## src/rtl/mprt_pkg.sv

```systemverilog
`timescale 1ns / 1ps
// ----------------------------------------------------------------------------
// mprt_pkg
// Shared types and constants for the memory region permission table.
// ----------------------------------------------------------------------------
package mprt_pkg;

    // Table geometry
    localparam int REGIONS = 64;
    localparam int IDX_W   = $clog2(REGIONS);

    // Field widths
    localparam int ADDR_W = 64;
    localparam int LEN_W  = 32;
    localparam int PERM_W = 3;

    // Permission bits
    localparam logic [PERM_W-1:0] PERM_READ  = 3'b001;
    localparam logic [PERM_W-1:0] PERM_WRITE = 3'b010;
    localparam logic [PERM_W-1:0] PERM_EXEC  = 3'b100;

    // Operation codes
    typedef enum logic [1:0] {
        OP_ADD   = 2'd0,
        OP_READ  = 2'd1,
        OP_EXEC  = 2'd2,
        OP_CLEAR = 2'd3
    } mprt_op_t;

    // Status codes
    localparam logic [1:0] ST_DONE   = 2'd0;
    localparam logic [1:0] ST_REJECT = 2'd1;
    localparam logic [1:0] ST_FULL   = 2'd2;

    // Merge kinds
    localparam logic [1:0] MK_NEW   = 2'd0;
    localparam logic [1:0] MK_END   = 2'd1;
    localparam logic [1:0] MK_START = 2'd2;
    localparam logic [1:0] MK_NONE  = 2'd3;

    // Search key held for the length of one table walk
    typedef struct packed {
        logic [ADDR_W-1:0] lo;       // range start
        logic [ADDR_W-1:0] hi;       // inclusive range end
        logic [ADDR_W-1:0] lo_m1;    // lo - 1, left neighbor end
        logic [ADDR_W-1:0] hi_p1;    // hi + 1 for an add, right neighbor start
        logic              lo_nz;    // a left neighbor can exist
        logic              hi_nmax;  // a right neighbor can exist
        logic [PERM_W-1:0] perm;     // permissions of the range
    } mprt_key_t;

    // Per-entry match flags
    typedef struct packed {
        logic overlap;  // entry intersects [lo, hi]
        logic left;     // entry ends at lo - 1 with equal permissions
        logic right;    // entry starts at hi + 1 with equal permissions
    } mprt_match_t;

endpackage

```

## src/rtl/mprt_match.sv

```systemverilog
`timescale 1ns / 1ps
// ----------------------------------------------------------------------------
// mprt_match
// Shared compare unit: checks one table entry against the search key.
// ----------------------------------------------------------------------------
module mprt_match (
    input  logic                          ent_valid,
    input  logic [mprt_pkg::ADDR_W-1:0]   ent_start,
    input  logic [mprt_pkg::ADDR_W-1:0]   ent_end,
    input  logic [mprt_pkg::PERM_W-1:0]   ent_perm,
    input  mprt_pkg::mprt_key_t           key,
    output mprt_pkg::mprt_match_t         match
);

    logic perm_eq;

    assign perm_eq = (ent_perm == key.perm);

    // Interval intersection and neighbor adjacency
    always_comb
    begin
        match.overlap = ent_valid && (ent_start <= key.hi) && (key.lo <= ent_end);
        match.left    = ent_valid && key.lo_nz && (ent_end == key.lo_m1) && perm_eq;
        match.right   = ent_valid && key.hi_nmax && (ent_start == key.hi_p1) && perm_eq;
    end

endmodule
```

## config.mk

```make
export PLATFORM = sky130hd
export DESIGN_NAME = mprt_match
export DESIGN_NICKNAME = d
export VERILOG_FILES = /design/src/rtl/mprt_pkg.sv /design/src/rtl/mprt_match.sv
export SDC_FILE = /design/constraint.sdc
export NUM_CORES = 1
export LEC_CHECK = 0
export BUFFER_PORTS_ARGS = -buffer_cell sky130_fd_sc_hd__buf_2
export CORE_AREA = 5 5 150 152
export DETAILED_ROUTE_END_ITERATION = 10
export DIE_AREA = 0 0 155 157
export GPL_TIMING_DRIVEN = 0
export MAX_ROUTING_LAYER = met4
export PLACE_DENSITY_LB_ADDON = 0.12
export SLEW_MARGIN = 25
export SYNTH_ARGS = -nofsm -noshare
export SYNTH_HDL_FRONTEND = slang
export SYNTH_SLANG_ARGS = --single-unit
```

## constraint.sdc

```tcl
create_clock -name vclk -period 3
set_input_delay 0.15 -clock vclk [all_inputs]
set_output_delay 0.15 -clock vclk [all_outputs]
set_load 0.1 [all_outputs]
```

Yosys cells after proc, flatten, opt, wreduce, memory -nomap -nowiden --
Cells that the tools add are included.
Word-level totals: register bits after elaboration 0, latch bits 0, bits in writable memories 0, bits in read-only memories 0, input port bits 393, output and inout bits 3, logic and storage cells 13, memories kept 0
Cells by class: $add $sub $neg 0, multiply operators 0, div/mod/pow operators 0, order comparisons 2, equal/unequal tests 3, shift-type cells 0, mux-type cells 0, bitwise operators 0, reductions and logical operators 8
Operators by type and width (count):
- equality test 64 bit | 2
- <= comparator 64 bit | 2
- logical AND 1 bit | 8
- equality test 3 bit | 1

Depth between registers and ports, before layout --
Gate-level depths: netlist of the first run.
word-level depth 3, mapped depth 9, mapped depth without buffers 9

Worst setup path after synthesis of the first run --
OpenSTA, ideal clock, no wires.
path type input-to-output, from input ent_end[10] in the netlist's numbering, to output match[1] in the netlist's numbering, arrival 3.922 ns, required time 2.850 ns, slack -1.072 ns, stages 7, buffers on the path 0, path through inv_2 -> o22ai_1 -> a221oi_1 -> o2111ai_1 -> nor4b_1 -> nand4_1 -> nor4_1
RTL lines:
- start: declaration | line mprt_match.sv:9 | input logic [mprt_pkg::ADDR_W-1:0] ent_end,
- end: declaration | line mprt_match.sv:12 | output mprt_pkg::mprt_match_t match

==> results.json, run 1 <==
{
  "postCtsSetupBuffers": 0,
  "antenna_found_initial": 4,
  "period_minus_slack_ps": 2700,
  "ir_drop_v": 0.00005709,
  "outcome": "finished clean",
  "avgSynthCellArea_um2": 7.197,
  "initialDrtViolationCount": 205,
  "p_clk_share_pct": 0,
  "grt_usage_pct": 19.56,
  "p_leak_nw": 4.198,
  "clock.fmax_mhz": 370.3,
  "die_h_um": 157,
  "switchingPower_mw": 0.4671,
  "io_buffers": 396,
  "dr_total_vias": 6041,
  "drc_errors": 0,
  "crit_buf_inv": 2,
  "p_sw_share_pct": 50.53,
  "hold_buffers": 0,
  "slowest_stage": "or4_1",
  "num-nets-final": 1573,
  "path_class": "in -> out",
  "final_common_cell": "buf_2",
  "cp_cell_sequence": "buf_2, xnor2_1, nand4_1, nor4_1, nand4_1, or4_1, nor4_4, buf_2",
  "critPathLaunchType": "input port",
  "p_int_mw": 0.4573,
  "ys_types": 39,
  "die_w_um": 155,
  "fin_setup_tns_ps": 0,
  "die-area_um2": 24340,
  "first_pass_iters": 4,
  "synth_seq_area_share_pct": 0,
  "yosysWarnings": 0,
  "ant_nets": 0,
  "final_cell_mix": "buf_2, inv_1, ha_1",
  "wirelength_um": 25040,
  "path_delay_family": "simple AND/OR/NAND/NOR gates",
  "combinationalPowerShare_pct": 100.0,
  "cap_violations": 0,
  "crit_fanout": 2,
  "viasPerCell": 4.546,
  "end_kind": "primary output",
  "min_path_type": "in -> out",
  "grt_max_degree": 4,
  "worstPathArrival_ps": 2550,
  "seq_cells": 0,
  "rows": 53,
  "pwr-share-seq_pct": 0,
  "overflow": 0,
  "coreArea_um2": 20890,
  "nClkBuffers": 0,
  "syn_nets": 1175,
  "p_per_area_nw_per_um2": 130.9,
  "finalNonFillerCells": 1329,
  "p_total_mw": 0.9244,
  "area.sequential_um2": 0,
  "syn_to_final_growth_pct": 50.08,
  "grt_pass1_vias": 6253,
  "synth_cells": 654,
  "rsz0062_at_grt": "no",
  "netlist_area_um2": 4707,
  "period_share_pct": 90.01,
  "drv_slew": 0,
  "ctsResizeCount": 0,
  "drive_above_1_share_pct": 38.76,
  "avgRoutedWirePerCell_um": 18.84,
  "dp_hpwl_um": 24200,
  "place_congestion": 0.8682,
  "hold_viol_final": 0,
  "start_util_pct": 22.53,
  "setup_viol": 0,
  "max-slew-margin-rel_pct": 65.34,
  "placed_cells": 1325,
  "crit_path_max_incr_delay_ps": 610,
  "grt_pass1_wl_um": 35470,
  "boundaryPins": 396,
  "critPathRequiredTime_ps": 2850,
  "worst_slew_pin_slew_ps": 515.1
}
[per-layer routing]
metal,vias to the layer above,wire [um],global-route usage [%]
met5,-,0,-
met4,0,259,1.934
met3,12,2098,3.877
met2,241,12910,36.32
met1,2647,9774,22.53
li1,3141,-,-
[worst paths after layout]
check  startpoint       end  slack (ps)  depth (start not counted)
max        key[0]  match[0]         300                          8
min       key[81]  match[1]         940                          5
[tightest hold or removal path, stage by stage]
cell and delay (ps):
buf_2 90, a22oi_1 90, nand4_1 130, nor4_2 40
buf_2 290
[through the flow]
stage	hold slack [ps]	setup WS [ps]	utilization, %	cell area [um2]
floorplan	596.4	80.19	-	4728
global placement	925.0	158.6	33.77	7054
detailed placement	927.3	156.8	33.77	7054
finish	940.1	299.6	33.82	7064
global route	960.5	86.21	33.82	7064
CTS	932.1	148.4	33.77	7054
[cell families after synthesis]
kind of cell	share of synthesized area (%)
adder cells (fa/ha/maj)	34.02
AO/OA/AOI/OAI	22.46
buffers and inverters	12.68
AND/OR/NAND/NOR	15.05
XOR/XNOR	15.79
[cell usage after synthesis, drive strengths merged (16+ instances only)]
cell type	number	share of area, %
a21o	28	4.5
inv	159	13
ha	128	34
o21ai	19	2.0
nand4	47	6.2
xnor2	59	11
nand2	21	1.7
a21oi	44	4.7
a221oi	16	3.0
xor2	25	4.8
nor2	16	1.3
[power groups by stage]
stage | Sequential (mW) | Clock, mW | Combinational (mW)
2_1_floorplan | 0 | 0 | 0.460
3_3_place_gp | 0 | 0 | 0.932
3_5_place_dp | 0 | 0 | 0.932
4_1_cts | 0 | 0 | 0.939
5_1_grt | 0 | 0.000000178 | 1.05
6_report | 0 | 0.000000178 | 0.924
[area by class of cell]
cell class                 instances  area (um2)
multi-input combinational        495        4131
timing repair buffer             396        1982
tap                              275       344.1
antenna                            4       10.01
fill                            2408       13820
inverter                         159       596.8
Power figures use the tool's default switching activity.
==> run 2, diff against run 1 <==
==> constraint.sdc (replaced) <==
create_clock -name vclk -period 3
set_input_delay 0.6 -clock vclk [all_inputs]
set_output_delay 0.6 -clock vclk [all_outputs]
set_load 0.1 [all_outputs]
==> run 2 against run 1 <==
Compared with the run above: fmax is 12% lower; sequential share of layout area unchanged; combinational power up 17%; via count rose by 1.4%; critical path depth rose by 2; the run now ends with setup timing left; flip-flop and latch count did not move; global-route usage is 0.79 points higher; clock-buffer cell count did not move; wire length up 3.4%; highest routed layer unchanged.
==> results.json, run 2 (same netlist as run 1, synthesis figures left out) <==
{
  "outcome": "complete, but fails checks",
  "violations": "setup timing",
  "top_usage_layer": "met2",
  "met1_usage_pct": 23.34,
  "min_path_type": "in -> out",
  "p_per_area_nw_per_um2": 135.4,
  "grt_use_met2_pct": 37.81,
  "worst_slew_pin_slew_ps": 514.2,
  "worstHoldStart": "key[62]",
  "path_class": "in -> out",
  "place_congestion": 0.8674,
  "critPathLaunchType": "input port",
  "clock.fmax_mhz": 326.6,
  "critPathRequiredTime_ps": 2400,
  "dp_hpwl_um": 24410,
  "pre_cts_ws_ps": -555.6,
  "seq_cells": 0,
  "max-slew-margin-rel_pct": 65.40,
  "dr_total_vias": 6126,
  "coreArea_um2": 20890,
  "setup_viol": 2,
  "rsz0062_at_grt": "yes",
  "rows": 53,
  "final_common_cell": "buf_2",
  "cap_violations": 0,
  "avgRoutedWirePerCell_um": 19.33,
  "worst_slack_ps": -61.68,
  "ir_drop_v": 0.00005242,
  "fin_hold_ws_ps": 1713,
  "boundaryPins": 396,
  "drv_slew": 0,
  "fillers": 2286,
  "first_pass_iters": 6,
  "end_kind": "primary output",
  "met3_usage_pct": 4.179,
  "worstPathArrival_ps": 2460,
  "setup.worst_path.start": "ent_start[42]",
  "p_leak_nw": 4.430,
  "area.sequential_um2": 0,
  "drc_errors": 0,
  "io_buffers": 396,
  "drive_above_1_share_pct": 49.01,
  "viasPerCell": 4.575,
  "wirelength_um": 25890,
  "grt_max_degree": 4,
  "overflow": 0,
  "grt_pass1_vias": 6522,
  "grt_usage_pct": 20.35,
  "hold_viol_final": 0,
  "grt_pass1_wl_um": 36970,
  "final_cell_mix": "buf_2, inv_1, ha_1",
  "period_minus_slack_ps": 3062,
  "nClkBuffers": 0,
  "start_util_pct": 22.53,
  "syn_to_final_growth_pct": 69.94,
  "die_w_um": 155,
  "die-area_um2": 24340,
  "num-nets-final": 1582,
  "crit_fanout": 2,
  "antenna_found_initial": 5,
  "initialDrtViolationCount": 168,
  "ant_nets": 0,
  "hold_buffers": 0,
  "period_share_pct": 102.1,
  "die_h_um": 157
}
==> run 2: cell count changes in the layout (fill, tap and decap cells not counted), sizes merged <==
| cell | previous run | this run |
|---|---|---|
| buf | 396 | 405 |
| diode | 4 | 5 |
==> run 2: final cells by class <==
class                           count  area (um2)  share of cell area, %
Timing Repair Buffer              405        2151                  26.89
Inverter                          159       599.3                  7.493
Multi-Input combinational cell    495        4892                  61.16
Tap cell                          275       344.1                  4.302
Antenna cell                        5       12.51                 0.1564
==> run 2: metrics by stage <==
stage | power, mW | instance area [um2] | cells | TNS [ps] | util [%]
3_3_place_gp | 0.9428 | 7107 | 1325 | -1181 | 34.02
4_1_cts | 1.075 | 7896 | 1333 | -73.90 | 37.80
3_5_place_dp | 0.9437 | 7107 | 1325 | -1277 | 34.02
2_1_floorplan | 0.4698 | 4781 | 654 | -560.1 | -
6_report | 1.083 | 7999 | 1339 | -62.93 | 38.29
5_1_grt | 1.215 | 7999 | 1339 | -243.5 | 38.29
==> run 2: worst max-delay path, cell delays in order <==
cell and delay [ps]:
buf_2 110, ha_1 300, and4_4 180, nor3b_4 150, and4b_2 290, nand2_4 110, o21bai_4 80, a221oi_4 250
a2bb2oi_4 200, buf_12 190
==> run 2: final timing paths <==
check,to,slack [ps],depth (start not counted)
min,match[0],1710,5
max,match[2],-60,10
==> run 2: timing repair <==
action                     CTS  global route
resized for setup          129            14
pin swaps                   65            13
setup endpoints to repair    3             3
setup buffers                8             1
==> run 2: where the power goes <==
part	total, mW	internal (mW)	leakage (nW)	switching [mW]
combinational	1.08	0.544	4.43	0.539
sequential	0	0	0	0
clock	0.000000223	0.000000223	0.0000317	0
total	1.08	0.544	4.43	0.539
==> run 2: layer usage <==
| layer | vias to the layer above | wire length, um |
|---|---|---|
| met3 | 16 | 2123 |
| met2 | 259 | 13310 |
| li1 | 3158 | - |
| met4 | 0 | 287 |
| met1 | 2693 | 10160 |
| met5 | - | 0 |
==> run 3, diff against run 2 <==
--- a/config.mk
+++ b/config.mk
@@ -5,10 +5,12 @@
 export SDC_FILE = /design/constraint.sdc
 export NUM_CORES = 1
 export LEC_CHECK = 0
+export ABC_AREA = 1
 export BUFFER_PORTS_ARGS = -buffer_cell sky130_fd_sc_hd__buf_2
-export CORE_AREA = 5 5 150 152
+export CAP_MARGIN = 20
+export CORE_AREA = 5 5 152 154
 export DETAILED_ROUTE_END_ITERATION = 10
-export DIE_AREA = 0 0 155 157
+export DIE_AREA = 0 0 157 159
 export GPL_TIMING_DRIVEN = 0
 export MAX_ROUTING_LAYER = met4
 export PLACE_DENSITY_LB_ADDON = 0.12
==> run 3 against run 2 <==
Compared with the run above: the run now ends clean; critical endpoint unchanged; via count grew 12%; first-iteration DRC count increased by 30%; critical path depth did not move.
==> results.json, run 3 <==
{
  "outcome": "finished clean",
  "finalNonFillerCells": 1532,
  "initialDrtViolationCount": 218,
  "worstPathArrival_ps": 2280,
  "synth.most_common_cell": "nand2_1",
  "viasPerCell": 4.460,
  "post-route-cell-area_um2": 7517,
  "overflow": 0,
  "ir_drop_v": 0.00004851,
  "endpoint": "match[2]",
  "p_per_area_nw_per_um2": 131.5,
  "num-nets-final": 1764,
  "p_leak_nw": 4.566,
  "hold_buffers": 0,
  "nClkBuffers": 0,
  "coreArea_um2": 21550,
  "yosysWarnings": 0,
  "wirelength_um": 27500,
  "antenna_found_initial": 8,
  "dp_hpwl_um": 26460,
  "ant_nets": 0,
  "period_minus_slack_ps": 2878,
  "crit_fanout": 3,
  "max-slew-margin-rel_pct": 67.00,
  "synthTopCellsByCount": "nand2_1, inv_1, ha_1",
  "pre_cts_ws_ps": -400.3,
  "final_cell_mix": "buf_2, nand2_1, inv_1",
  "rsz0062_at_grt": "yes",
  "io_buffers": 396,
  "setup_viol": 0,
  "clock.fmax_mhz": 347.5,
  "drc_errors": 0,
  "seq_cells": 0,
  "p_total_mw": 0.9884,
  "rows": 54,
  "critPathRequiredTime_ps": 2400,
  "start_util_pct": 23.21,
  "grt_usage_pct": 21.21,
  "avgRoutedWirePerCell_um": 17.95,
  "hold_viol_final": 0,
  "period_share_pct": 95.93,
  "grt_pass1_vias": 7154,
  "drv_slew": 0,
  "netlist_area_um2": 5004,
  "yosysTopAreaCell": "ha_1",
  "worst_slew_pin_slew_ps": 490.5,
  "cp_cell_sequence": "buf_2, ha_1, nand4_1, nor3_2, nor3b_2, nand4_1, nand2_1, nand2_1, nor2_4, buf_12",
  "die-area_um2": 24960,
  "die_w_um": 157,
  "ys_types": 35,
  "syn_nets": 1365,
  "end_kind": "primary output",
  "slowest_stage": "ha_1",
  "area.sequential_um2": 0,
  "placed_area_um2": 7346,
  "critPathLaunchType": "input port",
  "yosys-top-cells-area": "ha_1, nand2_1, inv_1",
  "min_path_type": "in -> out",
  "grt_max_degree": 4,
  "yosys.area.top_type_share_pct": 32.01,
  "synth_cells": 844,
  "setup.worst_path.start": "ent_start[61]",
  "path_class": "in -> out",
  "cap_violations": 0,
  "fillers": 2518,
  "avgSynthCellArea_um2": 5.928,
  "syn_to_final_growth_pct": 50.24,
  "die_h_um": 159,
  "dr_total_vias": 6833,
  "placed_cells": 1520,
  "drive_above_1_share_pct": 35.21,
  "worst_slack_ps": 122.2,
  "synth_seq_area_share_pct": 0,
  "final_common_cell": "buf_2",
  "first_pass_iters": 4,
  "boundaryPins": 396,
  "place_congestion": 0.9125,
  "grt_pass1_wl_um": 39440,
  "crit_path_max_incr_delay_ps": 290
}
## run 3: cell types whose count changed after synthesis, sizes merged, moves of 29 or more
cell / delta
nand4: -29
xnor2: -40
inv: +40
nor2: +36
nand2: +168
## run 3: area by class of cell
class                           count  area (um2)  share of cell area [%]
Antenna cell                       11       27.53                  0.3662
Inverter                          200       750.7                   9.987
Multi-Input combinational cell    644        4379                   58.26
Tap cell                          280       350.3                   4.660
Timing Repair Buffer              397        2009                   26.73
## run 3: worst min-delay path by stage
stage                         start  endpoint  depth (start not counted)  slack, ps
after detailed placement  ent_valid  match[2]                          4       1770
after CTS                 ent_valid  match[2]                          4       1660
after global routing      ent_valid  match[2]                          4       1680
after floorplan           ent_valid  match[2]                          2       1410
final                     ent_valid  match[2]                          4       1650
after global placement    ent_valid  match[2]                          4       1770
## run 3: critical path: cells and delay by family
| family | cells | cell delay (ps) |
|---|---|---|
| adders and majority gates | 1 | 290 |
| buffers and inverters | 2 | 300 |
| and+or+nand+nor | 7 | 1100 |
## run 3: routing by layer
metal	routed length, um	GRT usage (%)	vias up
met3	2212	4.023	19
met1	9951	21.98	2913
met4	433	2.998	0
met2	14900	41.65	276
li1	-	-	3625
met5	0	-	-
## run 3: what timing repair did
item,4_1_cts,5_1_grt
gates resized for setup,6,20
setup endpoints to repair,3,2
buffers inserted,0,1
pin swaps,0,10
## run 3: report_power, final
group          internal, mW    total, mW  switching [mW]  leakage [nW]
clock           0.000000491  0.000000491               0     0.0000697
combinational         0.453        0.988           0.535          4.57
sequential                0            0               0             0
## run 3: kinds of logic (layout without fill, tap and decap cells)
kind of cell    Yosys count  count (layout)  synth area share [%]
buf+inv                 200             597                 15.00
fa+ha+maj               128             128                 32.01
compound gates          180             180                 21.33
simple gates            306             306                 26.41
xor+xnor                 30              30                 5.251
other cells               0              11                     0
## run 3: per-stage QoR
step	hold slack, ps	util (%)	setup TNS [ps]
floorplan	1414	-	0
global placement	1768	34.08	-943.2
detailed placement	1772	34.08	-923.2
CTS	1663	34.18	0
global route	1677	34.84	-44.27
finish	1645	34.88	0
